<file path="src/rtl/core/gnms_pkg.sv">
// Shared types, constants and helpers for the gradient non-maximum suppressor.
package gnms_pkg;

  localparam int CfgW    = 11;
  localparam int PendW   = 12;
  localparam int MagW    = 16;
  localparam int GradW   = 16;
  localparam int QDepth  = 4;
  localparam logic [14:0] TanLo = 15'd27146;
  localparam logic [17:0] TanHi = 18'd158219;

  localparam logic [1:0] REG_FRAME_WIDTH  = 2'd0;
  localparam logic [1:0] REG_FRAME_HEIGHT = 2'd1;
  localparam logic [1:0] REG_LOW_THRESH   = 2'd2;

  typedef enum logic [1:0] {
    SEC_HORIZ = 2'd0,
    SEC_DIAG  = 2'd1,
    SEC_VERT  = 2'd2,
    SEC_ANTI  = 2'd3
  } sector_t;

  typedef enum logic [2:0] {
    F_IDLE,
    F_PROD,
    F_SUM,
    F_ROOT,
    F_PUSH
  } front_state_t;

  typedef enum logic [1:0] {
    B_IDLE,
    B_READ,
    B_EXEC
  } back_state_t;

  typedef struct packed {
    logic             req_type;
    logic signed [GradW-1:0] dx_grad;
    logic signed [GradW-1:0] dy_grad;
  } req_t;

  typedef struct packed {
    logic [MagW-1:0] edge_magnitude;
    logic            last_in_frame;
  } res_t;

  typedef struct packed {
    logic            req_type;
    logic [MagW-1:0] mag;
    sector_t         sec;
  } qent_t;

  typedef struct packed {
    logic [CfgW-1:0] frame_width;
    logic [15:0]     frame_height;
    logic            restart;
  } frame_cfg_t;

  typedef logic [8:0][MagW-1:0] win_t;

  function automatic logic [MagW-1:0] suppress(win_t w, sector_t s);
    logic [MagW-1:0] c, n1, n2;
    c = w[4];
    unique case (s)
      SEC_HORIZ: begin n1 = w[3]; n2 = w[5]; end
      SEC_DIAG:  begin n1 = w[0]; n2 = w[8]; end
      SEC_VERT:  begin n1 = w[1]; n2 = w[7]; end
      SEC_ANTI:  begin n1 = w[2]; n2 = w[6]; end
      default:   begin n1 = '0; n2 = '0; end
    endcase
    return (c == '0 || n1 > c || n2 > c) ? '0 : c;
  endfunction

  function automatic win_t shift_out(win_t w);
    win_t s;
    for (int r = 0; r < 3; r++) begin
      s[r*3]   = w[r*3+1];
      s[r*3+1] = w[r*3+2];
      s[r*3+2] = '0;
    end
    return s;
  endfunction

endpackage

</file>
<file path="src/rtl/core/gnms_queue.sv">
// Short request queue between front and back ends.
module gnms_queue (
  input  logic            clk,
  input  logic            rst,
  input  logic            push,
  input  gnms_pkg::qent_t push_data,
  output logic            full,
  input  logic            pop,
  output logic            q_valid,
  output gnms_pkg::qent_t q_data
);
  import gnms_pkg::*;

  localparam int IW = $clog2(QDepth);
  qent_t         mem [QDepth];
  logic [IW-1:0] wr_ptr, rd_ptr;
  logic [IW:0]   count;

  assign full    = (count == (IW+1)'(QDepth));
  assign q_valid = (count != '0);
  assign q_data  = mem[rd_ptr];

  always_ff @(posedge clk) begin
    if (rst) begin
      wr_ptr <= '0;
      rd_ptr <= '0;
      count  <= '0;
    end else begin
      if (push) wr_ptr <= wr_ptr + 1'b1;
      if (pop)  rd_ptr <= rd_ptr + 1'b1;
      count <= count + (IW+1)'(push) - (IW+1)'(pop);
    end
  end

  always_ff @(posedge clk) begin
    if (push) mem[wr_ptr] <= push_data;
  end

  a_no_overflow: assert property (@(posedge clk) disable iff (rst) !(push && full && !pop))
    else $error("queue overflow");
  a_no_underflow: assert property (@(posedge clk) disable iff (rst) pop |-> q_valid)
    else $error("queue underflow");

endmodule

</file>
<file path="config.mk">
export PLATFORM = sky130hd
export DESIGN_NAME = gnms_queue
export DESIGN_NICKNAME = d
export VERILOG_FILES = /design/src/rtl/core/gnms_pkg.sv /design/src/rtl/core/gnms_queue.sv
export SDC_FILE = /design/constraint.sdc
export NUM_CORES = 1
export LEC_CHECK = 0
export BUFFER_PORTS_ARGS = -buffer_cell sky130_fd_sc_hd__buf_4
export CAP_MARGIN = 40
export CORE_ASPECT_RATIO = 2
export CORE_MARGIN = 2
export CORE_UTILIZATION = 60
export DETAILED_ROUTE_END_ITERATION = 8
export PLACE_DENSITY = 0.83
export REMOVE_ABC_BUFFERS = 1
export SLEW_MARGIN = 20
export SYNTH_ARGS = -nofsm -noshare
export SYNTH_HDL_FRONTEND = slang
export SYNTH_SLANG_ARGS = --single-unit
</file>
<file path="constraint.sdc">
create_clock -name clk -period 4.1 [get_ports clk]
set_input_delay 0.205 -clock clk [delete_from_list [all_inputs] [get_ports clk]]
set_output_delay 0.205 -clock clk [all_outputs]
set_load 0.02 [all_outputs]
</file>
---- After elaboration in Yosys (flattened, before gate mapping) ----
Memory sizes are Yosys's and may differ from the RTL's. A register that Yosys moved wholly into a read port is not among the register bits.
Index checks and enable logic that the tools add are counted.
Widths: inputs -> output; s select.
word-level totals
  bits of input ports ..................... 23
  memories ................................ 1
  output and inout bits ................... 21
  bits in writable memories ............... 76
  register bits after elaboration ......... 7
  word-level logic and storage cells ...... 14
memories
  memory  words  width  read ports  clocked after memory_dff  wr ports  line              source
  mem     4      19     1           1                         1         gnms_queue.sv:15  qent_t mem [QDepth];
cells by class
  reductions and logical operators ........ 1
  eq/ne operators ......................... 1
  add/sub/neg operators ................... 4
  mux-type cells .......................... 4
operators by type and width
  cell                 number
  $add 2x1->2 const B  2
  $mux 2               2
  $add 3x1->3          1
  $eq 3x3->1 const B   1
  $reduce_bool 3->1    1
  $sub 3x1->3          1
  $mux 1               2

---- Longest topological paths before layout ----
  depth after elaboration ................. 3
  gate-level depth with buffers ........... 7
  depth with buffers taken out ............ 7

---- Worst setup path before layout ----
OpenSTA, ideal clock, no wires.
  path type ............................... register to register
  from .................................... reg count[0]
  to ...................................... reg count[2]
  cell stages (with the launch flop) ...... 8
  path slack .............................. 2,608 ps
  period minus slack after synthesis ...... 1,492 ps
  arrival ................................. 1,382 ps
  data required time ...................... 3,990 ps
  setup time .............................. 110 ps
  buffers on the path ..................... 0
  cells stage by stage .................... dfxtp_1 > inv_1 > ha_1 > inv_1 > ha_1 > fa_1 > xor3_1 > nor2_1
on the way
  longest elaborated chain between the ends .. 2
ends and longest elaborated chain
  what                    line              source
  from (decl)             gnms_queue.sv:17  logic [IW:0] count;
  from (signal assigned)  gnms_queue.sv:31  count <= count + (IW+1)'(push) - (IW+1)'(pop);
  $add 3x1->3             gnms_queue.sv:31
  $sub 3x1->3             gnms_queue.sv:31
No other way between the ends.
A chain may end at the register's enable or synchronous reset.

==> impl.org <==
** Global routing
- Vias in the first global route :: 1638
- The number of antenna violations at the first check in global routing was 0.
- Across every metal layer, demand over resource in global routing totals 18.7%.
- Global-route wire length before repair :: 8050 µm
- Summed over all layers, the global routing overflow is 0.
- Maximum number of pins on one net before global-route repair :: 20

** Power
- Worst vdd rail ir drop :: 0.367 mV
- Share of total power in sequential cells :: 53.1%
- Switching power of the nets :: 0.418 mW
- Power density over the cells :: 491 mW/mm²
- Switching share of power :: 21.9%
- Internal power comes to 1.49 mW.
- Combinational logic burns 14.3% of the power.
- P_leak :: 1.40 nW
- Power share of the clock group :: 32.6%

** Timing
- Hold violation total from the final report :: 0
- In this run the tightest slew margin relative to its limit is 64.6%.
- The final max-slew violation count is 0.
- Setup repair after global routing left no endpoint under its margin.
- Between clock sinks in the finished design, the worst skew comes to 11.9 ps.
- For the pin with the worst max-slew slack, the measured transition is 531 ps.
- Setup total negative slack on the finished layout was measured at 0 ps.
- Final setup violation count :: 0
- After layout, the worst path uses 55.1% of the clock period.
- Min Clock Period, post-route :: 2260 ps
- Timing would allow up to 443 MHz.

** Setup path
- CP Capture Type :: primary output
- Of all nets on the critical path, the largest fanout is 7.
- Sort of element at the start of the critical path :: flip-flop
- Classification of the worst setup path :: flip-flop to primary output
- Data required time at the worst endpoint :: 3890 ps
- Data arrival at the endpoint of the critical path :: 2050 ps

** Drt
- Post-route DRC violation count :: 0
- For this run, the detailed router's first-pass iteration total came to 4.
- After the first detailed-routing iteration, the DRC count stood at 42.
- Post-DRT Antenna Nets :: 0
- Vias per std cell :: 5.61
- After detailed routing, the average wire length per cell comes to 19.5 µm.
- For this block, the via count after detailed routing is 1463.
- For this block, the routed nets add up to 5090 µm of wire.

** Yosys
- sky130_fd_sc_hd__edfxtp_1 is the most common cell in the netlist.
- Synth cell count leaders :: sky130_fd_sc_hd__edfxtp_1, sky130_fd_sc_hd__mux4_2, sky130_fd_sc_hd__dfxtp_1, sky130_fd_sc_hd__mux4_1
- The share of synthesized area in the top cell type comes to 70.8%.
- Of all cell types, the one taking the most synthesized area is sky130_fd_sc_hd__edfxtp_1.
- Synthesized netlist cell count :: 141
- Parity-gate share of the synthesized area counting xor and xnor cells :: 1.28%
- Main combinational cell family by area after synthesis :: multiplexers
- Summing the areas of all compound-gate instances in the mapped netlist gives 0.465% of the synthesized area.
- The share of the Yosys chip area taken by registers is 76.3%.
- After Yosys synthesis, and, or, nand and nor cells account for 2.37% of the synthesized area.
- The synthesized netlist devotes 2.95% of its cell area to adder and majority cells.
- Counting flops and latches in the post-synthesis netlist gives 85.
- The mapped netlist covers 0.00323 mm².
- Multiplexer area fraction after synthesis :: 14.6%
- The synthesized design contains 76 enable-type register cells.
- Yosys warning total :: 0
- After synthesis, the share of flip-flops with an asynchronous set or reset is 0%.
- Mean cell area of the mapped netlist :: 22.9 µm²
- Synth unique cells :: 21
- Ranked by total cell area, the synthesized netlist is headed by sky130_fd_sc_hd__edfxtp_1, sky130_fd_sc_hd__mux4_1, sky130_fd_sc_hd__mux4_2, sky130_fd_sc_hd__dfxtp_1, sky130_fd_sc_hd__ha_1.
- The most used flip-flop cell after synthesis is sky130_fd_sc_hd__edfxtp_1.

** Finish
- Share of layout cells above drive strength 1 :: 36.9%
- The number of antenna diodes in the final layout is 0.
- Sequential cell area :: 0.00246 mm²
- Area occupied by multi-input gates :: 699 µm²
- For this run, the post-layout net count is 228.
- Final design instance area without fill :: 0.00389 mm²
- Relative to the synthesized area, the layout overhead comes to 20.8%.
- The layout has 314 filler cells.

** Placed design
- Number of input and output port buffers inserted :: 43
- Routability-driven placement finished with a final weighted congestion of 0.696.
- Dpl hpwl :: 3710 µm
- In this run the cell area measured after placement is 0.00366 mm².

** Floorplanning
- Count of standard-cell rows :: 37
- Number of top-level pins :: 44
- Measured along the y axis, the die boundary spans 108 µm.
- The core region is 0.00518 mm².
- The floorplan step defined a die boundary enclosing 0.00601 mm².
- Width of the die :: 55.8 µm
- Starting density of the core :: 62.2%

** Clocking
- In this run the deepest clock path goes through 2 buffers.
- TritonCTS created 9 clock buffers.
- H-tree levels :: 3
- Skew-Pair Late Insertion Delay :: 350 ps
- Clock-pin slew was measured on the worst setup and hold paths at 80 ps.
- TritonCTS built the clock tree.
- Post-cts hold buffer count :: 0
- # Post-CTS Setup Buffers :: 0
- Buffer type at the clock tree root :: sky130_fd_sc_hd__clkbuf_8
- After clock tree synthesis, the repair step resized 0 gates.
- Clock Sinks :: 85

** Min path
- Worst min-delay path category :: input pin to flip-flop

** Status
- The run finished with clean final reports.

** Run
- The tool flagged a number of max-cap violations equal to 0.
cells in the final DEF, fill, tap and decap left out, drive strengths merged:
| cell | synthesis | final |
|---|---|---|
| bufinv | 0 | 2 |
| a21oi | 1 | 1 |
| ha | 6 | 6 |
| clkinv | 0 | 1 |
| clkbuf | 0 | 12 |
| buf | 4 | 50 |
| xnor2 | 2 | 2 |
| mux2i | 1 | 1 |
| nand3b | 1 | 1 |
| or3 | 1 | 1 |
| and2 | 4 | 4 |
| mux4 | 19 | 19 |
| edfxtp | 76 | 76 |
| inv | 6 | 6 |
| dfxtp | 9 | 9 |
| nor2b | 2 | 2 |
| clkinvlp | 0 | 1 |
| a21bo | 1 | 1 |
| nor2 | 5 | 5 |
| xor3 | 1 | 1 |
| and3 | 1 | 1 |
| fa | 1 | 1 |
area by class of cell:
cell class	count	area share, %
flip-flops and latches	85	63.2
multi-input cells	46	18.0
repair buffers	50	10.8
clock buffers	12	3.73
clock inverters	4	1.86
well taps	58	1.86
inverters	6	0.578
path summary, 6_finish.rpt:
check | to | slack, ps | cells past startpoint | startpoint
worst max-delay path | q_data[2] | 1840 | 4 | flip-flop
worst min-delay path | mem[0][2]$_DFFE_PP_ | 60 | 1 | push_data[2]
worst max register to register | count[2]$_SDFF_PP0_ | 2490 | 7 | count[0]$_SDFF_PP0_
worst min register to register | flip-flop | 560 | 2 | rd_ptr[0]$_SDFFE_PP0P_
critical path: stages, from the launching register on:
cell and delay, ps:
sky130_fd_sc_hd__dfxtp_1 600, sky130_fd_sc_hd__buf_6 220, sky130_fd_sc_hd__buf_6 160, sky130_fd_sc_hd__mux4_1 560, sky130_fd_sc_hd__buf_4 170
power groups by stage:
stage / Clock (mW) / Sequential (mW) / Combinational [mW]
after detailed placement: 0 / 1.04 / 0.272
after global routing: 0.672 / 1.02 / 0.291
final: 0.624 / 1.02 / 0.274
after CTS: 0.639 / 1.02 / 0.273
after global placement: 0 / 1.04 / 0.239
after floorplan: 0 / 1.03 / 0.153
layer usage:
layer  global-route usage, %  up-vias  share of wire (%)
li1                        -      685                  -
met1                    19.2      734                 37
met2                    34.5       36                 57
met3                    5.05        8                4.0
met4                    8.50        0                1.9
met5                       0        -                  0
registers in the layout (all words and copies together), names as in the netlist, named ones only:
signal  flops
wr_ptr      2
count       3
mem        76
rd_ptr      2
cells by family after synthesis:
logic type | Yosys count
flip-flops | 85
AND/OR/NAND/NOR | 14
buffers and inverters | 10
AO/OA/AOI/OAI | 2
adder cells (fa/ha/maj) | 7
multiplexers | 20
XOR/XNOR | 3
per-stage QoR:
step	utilization, %	instances	hold slack (ps)	worst slack [ps]	power [mW]
6_report	75.1	261	55.7	1840	1.91
5_1_grt	75.1	261	44.8	1690	1.98
4_1_cts	74.8	260	43.5	1780	1.93
3_5_place_dp	70.6	244	410	2160	1.31
3_3_place_gp	69.0	238	404	1960	1.28
2_1_floorplan	-	137	277	2250	1.19
Power figures use the tool's default switching activity.
