$ cat config.mk
export PLATFORM = sky130hd
export DESIGN_NAME = gnms_front
export DESIGN_NICKNAME = d
export VERILOG_FILES = /design/src/rtl/core/gnms_pkg.sv /design/src/rtl/core/gnms_front.sv
export SDC_FILE = /design/constraint.sdc
export NUM_CORES = 2
export LEC_CHECK = 0
export BUFFER_PORTS_ARGS = -buffer_cell sky130_fd_sc_hd__clkbuf_2
export CAP_MARGIN = 20
export CORE_MARGIN = 2
export CORE_UTILIZATION = 50
export DETAILED_ROUTE_END_ITERATION = 16
export GPL_TIMING_DRIVEN = 0
export PLACE_DENSITY = 0.66
export SYNTH_ARGS = -nofsm -noshare
export SYNTH_HDL_FRONTEND = slang
export SYNTH_SLANG_ARGS = --single-unit
$ cat constraint.sdc
create_clock -name clk -period 32.5 [get_ports clk]
set_input_delay 3.25 -clock clk [delete_from_list [all_inputs] [get_ports clk]]
set_output_delay 3.25 -clock clk [all_outputs]
set_load 0.05 [all_outputs]
$ cat src/rtl/core/gnms_pkg.sv
// Shared types, constants and helpers for the gradient non-maximum suppressor.
package gnms_pkg;

  localparam int CfgW    = 11;
  localparam int PendW   = 12;
  localparam int MagW    = 16;
  localparam int GradW   = 16;
  localparam int QDepth  = 4;
  localparam logic [14:0] TanLo = 15'd27146;
  localparam logic [17:0] TanHi = 18'd158219;

  localparam logic [1:0] REG_FRAME_WIDTH  = 2'd0;
  localparam logic [1:0] REG_FRAME_HEIGHT = 2'd1;
  localparam logic [1:0] REG_LOW_THRESH   = 2'd2;

  typedef enum logic [1:0] {
    SEC_HORIZ = 2'd0,
    SEC_DIAG  = 2'd1,
    SEC_VERT  = 2'd2,
    SEC_ANTI  = 2'd3
  } sector_t;

  typedef enum logic [2:0] {
    F_IDLE,
    F_PROD,
    F_SUM,
    F_ROOT,
    F_PUSH
  } front_state_t;

  typedef enum logic [1:0] {
    B_IDLE,
    B_READ,
    B_EXEC
  } back_state_t;

  typedef struct packed {
    logic             req_type;
    logic signed [GradW-1:0] dx_grad;
    logic signed [GradW-1:0] dy_grad;
  } req_t;

  typedef struct packed {
    logic [MagW-1:0] edge_magnitude;
    logic            last_in_frame;
  } res_t;

  typedef struct packed {
    logic            req_type;
    logic [MagW-1:0] mag;
    sector_t         sec;
  } qent_t;

  typedef struct packed {
    logic [CfgW-1:0] frame_width;
    logic [15:0]     frame_height;
    logic            restart;
  } frame_cfg_t;

  typedef logic [8:0][MagW-1:0] win_t;

  function automatic logic [MagW-1:0] suppress(win_t w, sector_t s);
    logic [MagW-1:0] c, n1, n2;
    c = w[4];
    unique case (s)
      SEC_HORIZ: begin n1 = w[3]; n2 = w[5]; end
      SEC_DIAG:  begin n1 = w[0]; n2 = w[8]; end
      SEC_VERT:  begin n1 = w[1]; n2 = w[7]; end
      SEC_ANTI:  begin n1 = w[2]; n2 = w[6]; end
      default:   begin n1 = '0; n2 = '0; end
    endcase
    return (c == '0 || n1 > c || n2 > c) ? '0 : c;
  endfunction

  function automatic win_t shift_out(win_t w);
    win_t s;
    for (int r = 0; r < 3; r++) begin
      s[r*3]   = w[r*3+1];
      s[r*3+1] = w[r*3+2];
      s[r*3+2] = '0;
    end
    return s;
  endfunction

endpackage

$ cat src/rtl/core/gnms_front.sv
// Front end: takes requests, forms the magnitude by iterative square root and the sector.
module gnms_front (
  input  logic                   clk,
  input  logic                   rst,
  input  logic                   req_valid,
  output logic                   req_stall,
  input  gnms_pkg::req_t         req,
  input  logic [15:0]            low_threshold,
  output logic                   push,
  output gnms_pkg::qent_t        push_data,
  input  logic                   q_full
);
  import gnms_pkg::*;

  front_state_t state, state_next;
  logic        rtype;
  logic [16:0] ax, ay;
  logic        sx, sy;
  logic [31:0] aa, bb, alo;
  logic [34:0] ahi;
  logic [32:0] by;
  logic [32:0] s, root, bitv;
  logic [3:0]  cnt;
  sector_t     sec;
  logic [32:0] trial;
  logic [MagW-1:0] mag;

  assign trial = root + bitv;
  assign mag = (root[15:0] < low_threshold) ? '0 : root[15:0];

  always_ff @(posedge clk) begin
    if (rst) begin
      state <= F_IDLE;
    end else begin
      state <= state_next;
    end
  end

  always_comb begin
    state_next = state;
    req_stall  = (state != F_IDLE);
    push       = 1'b0;
    push_data  = '{req_type: rtype, mag: mag, sec: sec};
    unique case (state)
      F_IDLE: if (req_valid) state_next = F_PROD;
      F_PROD: state_next = F_SUM;
      F_SUM:  state_next = F_ROOT;
      F_ROOT: if (cnt == 4'd15) state_next = F_PUSH;
      F_PUSH: begin
        if (!q_full) begin
          push       = 1'b1;
          state_next = F_IDLE;
        end
      end
      default: state_next = F_IDLE;
    endcase
  end

  always_ff @(posedge clk) begin
    unique case (state)
      F_IDLE: begin
        rtype <= req.req_type;
        sx    <= req.dx_grad[GradW-1];
        sy    <= req.dy_grad[GradW-1];
        ax    <= req.dx_grad[GradW-1] ? 17'(-{req.dx_grad[GradW-1], req.dx_grad})
                                      : 17'({1'b0, req.dx_grad});
        ay    <= req.dy_grad[GradW-1] ? 17'(-{req.dy_grad[GradW-1], req.dy_grad})
                                      : 17'({1'b0, req.dy_grad});
      end
      F_PROD: begin
        aa  <= 32'(ax * ax);
        bb  <= 32'(ay * ay);
        alo <= 32'(ax * TanLo);
        ahi <= 35'(ax * TanHi);
        by  <= {ay, 16'd0};
      end
      F_SUM: begin
        s    <= 33'(aa) + 33'(bb);
        root <= '0;
        bitv <= 33'd1 << 30;
        cnt  <= '0;
        if (by <= 33'(alo)) sec <= SEC_HORIZ;
        else if (35'(by) > ahi) sec <= SEC_VERT;
        else sec <= (sx == sy) ? SEC_DIAG : SEC_ANTI;
      end
      F_ROOT: begin
        if (s >= trial) begin
          s    <= s - trial;
          root <= (root >> 1) + bitv;
        end else begin
          root <= root >> 1;
        end
        bitv <= bitv >> 2;
        cnt  <= cnt + 4'd1;
      end
      default: ;
    endcase
  end

endmodule

=== Word-level counts from Yosys, hierarchy flattened ===
Index checks and enable logic that the tools add are counted.

* Bits in registers: 292
* Bits of input ports: 53
* Output and inout bits: 21
* Word-level logic and storage cells: 67

* Add/sub/neg operators: 7
* $mul: 4
* Order comparisons: 4
* Equality and inequality tests: 10
* Muxes and demuxes: 17
* Reductions and logical operators: 6

{| class="wikitable"
|+ Operators with widths
! cell !! number
|-
| one-hot mux 33 bit (2 select lines) || 3
|-
| two-way mux 33 bit || 2
|-
| multiplier 17 x 17 -> 32 bit || 2
|-
| greater-than comparator 33 x 35 -> 1 bit || 1
|-
| multiplier 17 x 18 -> 35 bit, second input constant || 1
|-
| negator 17 bit || 2
|-
| adder 32 x 32 -> 33 bit || 1
|-
| adder 32 x 33 -> 33 bit || 1
|-
| adder 33 bit || 1
|-
| greater-or-equal comparator 33 bit || 1
|-
| less-or-equal comparator 33 x 32 -> 1 bit || 1
|-
| subtractor 33 bit || 1
|-
| multiplier 17 x 14 -> 31 bit, second input constant || 1
|-
| two-way mux 15 bit || 2
|-
| < comparator 16 bit || 1
|-
| two-way mux 16 bit || 1
|-
| one-hot mux 3 bit (5 select lines) || 1
|-
| two-way mux 3 bit || 3
|-
| inequality test 2 bit, second input constant || 4
|-
| one-hot mux 4 bit (2 select lines) || 1
|-
| == test 3 x 2 -> 1 bit, second input constant || 2
|-
| adder 4 x 1 -> 4 bit, second input constant || 1
|-
| == test 4 bit, second input constant || 1
|-
| two-way mux 2 bit || 2
|-
| 10 further kinds || 11
|}

=== Logic depth before layout (Yosys ltp) ===
* Word-level depth: 4
* Mapped depth: 26
* Depth with buffers taken out: 25

=== Worst setup path after synthesis ===
OpenSTA, ideal clock, no wires.

* Path type: flip-flop to flip-flop
* Start: register state[0]
* End: register aa[0] (enable)
* Setup time: 818 ps
* Arrival: 10,058 ps
* Required time: 31,682 ps
* Setup slack: 21,624 ps
* Stages on the path, launching flop included: 3
* Path buffers: 0
* Clock period less this slack: 10,876 ps
* Path through: dfxtp_1 -> inv_1 -> nor3_1

* Cells in the longest elaborated chain, start to end: 1

{| class="wikitable"
|+ RTL lines
! element !! RTL line !! RTL
|-
| from (decl) || gnms_front.sv:15 || <nowiki>front_state_t state, state_next;</nowiki>
|-
| from (signal assigned) || gnms_front.sv:35 || <nowiki>state <= state_next;</nowiki>
|-
| == test 3 x 1 -> 1 bit || gnms_front.sv:60 || <nowiki>unique case (state)</nowiki>
|-
| to (signal assigned) || gnms_front.sv:71 || <nowiki>aa <= 32'(ax * ax);</nowiki>
|-
| to (decl) || gnms_front.sv:19 || <nowiki>logic [31:0] aa, bb, alo;</nowiki>
|}

Every way passes these cells.
A chain may end at the register's enable or synchronous reset.

==> results.md <==
* Outcome: finished clean
* Number of global-route vias before repair at 28700
* Clock tree buffer depth at 3
* HP Class: flip-flop to flip-flop
* Height of the die at 285 µm
* Most frequent CP cell: a21o_1
* Number of synthesized flops with an enable pin at 267
* Register area share after synthesis at 20.5%
* Initial DRC Count at 1613
* Crit Path Max Fanout at 10
* Die area at 81200 µm²
* Final Cell Area at 42500 µm²
* FMAX at 112 MHz
* Slew HR at 24.2%
* Cell variety after synth at 84
* Hold Startpoint: state[2]
* # diodes at 0
* Crit. End Element: primary output
* First-pass DRT Iterations at 5
* Initial core utilization at 50.3%
* Post-synthesis cell area at 39400 µm²
* Placed instance area at 41300 µm²
* Total track usage at 23.9%
* Final Net Count at 5283
* # rows at 103
* Routed WL at 94900 µm
* Area Growth Syn to Fin at 7.76%
* Reg2reg path depth at 24
* HPWL Detailed at 78900 µm
* Cells after Synth at 3992
* Resized cells post-CTS at 0
* Clock latency at the later pin of the worst-skew pair at 0.56 ns
* CTS Hold Buffers Added at 0
* Final setup violation count at 0
* Slowest CP cell: o31ai_1
* Async set-reset flop share out of synthesis at 0%
* Worst-margin pin slew at 1.14 ns
* First-pass GRT wire length at 153000 µm
* Routability cong. at 0.890
* R2R Path Start: ax[11]
* Flops & latches, synth at 270
* Worst setup SP type: primary input
* CTS tree: yes
* Slew Limit Fails at 0
* Final Non-Filler Cells at 5195
* Vias per inst at 5.35
* Port Buf Inserts at 73
* WS Path Type: primary input to primary output
* Crit-path max cell delay at 0.61 ns
* Synth top area share at 25.2%
* Synth warnings at 0
* Post-route DRC at 0
* Worst hold slack at 0.550 ns
* Min-Delay Path Depth at 1
* Final ANT Viol Nets at 0
* Cell taking the most area after synthesis: fa_1
* Mean Syn Cell Area at 9.88 µm²
* CP Cell Sequence: clkbuf_2 -> inv_1 -> ha_1 -> a21o_1 -> a21o_1 -> a21o_1 -> a21o_1 -> a21o_1 -> a21o_1 -> a21oi_1 -> o31ai_1 -> clkbuf_1 -> and2_1 -> clkbuf_2
* Post-route minimum period at 8.96 ns
* RSZ-0062 raised after global routing: false
* CTS H-tree depth at 2
* Setup Buffers After CTS at 0
* IO Count at 74
* Synth top area cells: fa_1 (25%), edfxtp_1 (20%), ha_1 (20%)
* Die Width at 285 µm
* Data arrival, critical path at 5.71 ns
* CTS Buf Count at 35
* Placed Cells at 5131
* Critical R2R Capture: aa[29]
* Initial antenna violation count at 3
* Reg clk slew, reported paths at 0.06 ns
* Layout cells sized above 1 at 4.51%
* Average wire per standard cell at 18.3 µm
* CTS Sinks at 270
* Overflow left after global routing at 0
* Final Hold Fails at 0
* Vias at 27800
* Root Buffer: clkbuf_16
* Setup Skew at 0.0221 ns
* Max-cap violations at 0
* Worst Hold End: state[0]
* Synth Flop Type: edfxtp_1
* Fin Setup TNS at 0 ns
* Largest net degree at the start of global routing at 38
* Req. time, crit path at 29.25 ns
* Tcrit/Tclk final at 27.6%
* Reg2Reg Setup Slack at 24.30 ns
* Core area at 78500 µm²
## layer usage
metal	global-route usage [%]	share of wire, %	wire, µm	vias to the layer above
met1	30.7	42	40200	13600
met4	7.74	3.5	3360	0
met5	0	0	0	-
li1	-	-	-	13400
met2	41.8	49	46700	633
met3	3.20	4.9	4690	157
## registers in the layout, indices dropped and copies added (netlist names), 2 cells and up
name	count
ahi	34
root	33
s	33
aa	31
bb	31
alo	30
ax	17
ay	17
bitv	16
by	16
cnt	4
state	3
sec	2
## synthesized netlist by cell type, drive strengths merged, types with 36 or more instances
master and instances:
fa 496, a21oi 163, nor2 209, o21ai 112
xor2 94, nand3 46, and2 106, ha 616
edfxtp 267, nand2 267, a31oi 36, clkbuf 56
a21o 90, inv 854, xnor2 175
## cell type report
| cell class | count | area [µm²] |
|---|---|---|
| fillers | 7020 | 36000 |
| multi-input cells | 2806 | 27900 |
| flip-flops and latches | 270 | 8080 |
| inverters | 854 | 3210 |
| well taps | 1050 | 1310 |
| clock buffers | 41 | 930 |
| repair buffers | 88 | 552 |
| plain buffers | 63 | 246 |
| clock inverters | 23 | 245 |
## worst max-delay path: cells and delay by family
kind,cells,cell delay [ns]
buffers and inverters,4,0.69
adder cells (fa/ha/maj),1,0.26
AND/OR/NAND/NOR,1,0.18
AO/OA/AOI/OAI,8,1.33
## cells by family (layout without fill, tap and decap cells)
| logic type | Yosys count | after routing | synth area share, % |
|---|---|---|---|
| other cells | 1 | 2 | 0.00951 |
| mux | 13 | 13 | 0.339 |
| simple gates | 826 | 826 | 9.96 |
| fa+ha+maj | 1112 | 1112 | 44.7 |
| xor+xnor | 269 | 269 | 5.97 |
| compound gates | 584 | 584 | 9.78 |
| buf+inv | 917 | 1069 | 8.75 |
| flops | 270 | 270 | 20.5 |
## placed cells by master, fill, tap and decap left out, types with 22 or more instances in the layout
| master | Yosys | layout |
|---|---|---|
| a211oi_1 | 27 | 27 |
| a21o_1 | 90 | 90 |
| a21oi_1 | 160 | 159 |
| a31oi_1 | 35 | 35 |
| and2_1 | 106 | 106 |
| clkbuf_1 | 56 | 60 |
| clkbuf_16 | 0 | 36 |
| clkbuf_2 | 0 | 73 |
| edfxtp_1 | 267 | 267 |
| fa_1 | 496 | 496 |
| ha_1 | 616 | 616 |
| inv_1 | 852 | 850 |
| nand2_1 | 267 | 267 |
| nand2b_1 | 24 | 24 |
| nand3_1 | 46 | 46 |
| nand4_1 | 34 | 34 |
| nor2_1 | 209 | 209 |
| nor2b_1 | 34 | 34 |
| nor3_1 | 33 | 32 |
| o21ai_0 | 101 | 101 |
| o21bai_1 | 25 | 25 |
| o31ai_1 | 22 | 22 |
| xnor2_1 | 175 | 175 |
| xor2_1 | 94 | 94 |
## metrics by stage
step | setup WS, ns | util (%)
global placement | 17.53 | 52.4
floorplan | 21.62 | -
global route | 23.20 | 54.2
detailed placement | 23.47 | 52.7
finish | 23.54 | 54.2
CTS | 23.47 | 54.2
## worst max-delay path by stage
stage / startpoint / to / slack (ns)
after CTS: low_threshold[1] / push_data[12] / 23.47
final: low_threshold[1] / push_data[12] / 23.54
after detailed placement: low_threshold[1] / push_data[12] / 23.47
after global placement: state[0] / ahi[33] / 17.53
after floorplan: state[0] / aa[0] / 21.62
after global routing: low_threshold[1] / push_data[16] / 23.20
Power is left out: the tool's default activity adds up to more than one toggle a clock period on the data nets, which glitch-free logic cannot reach.
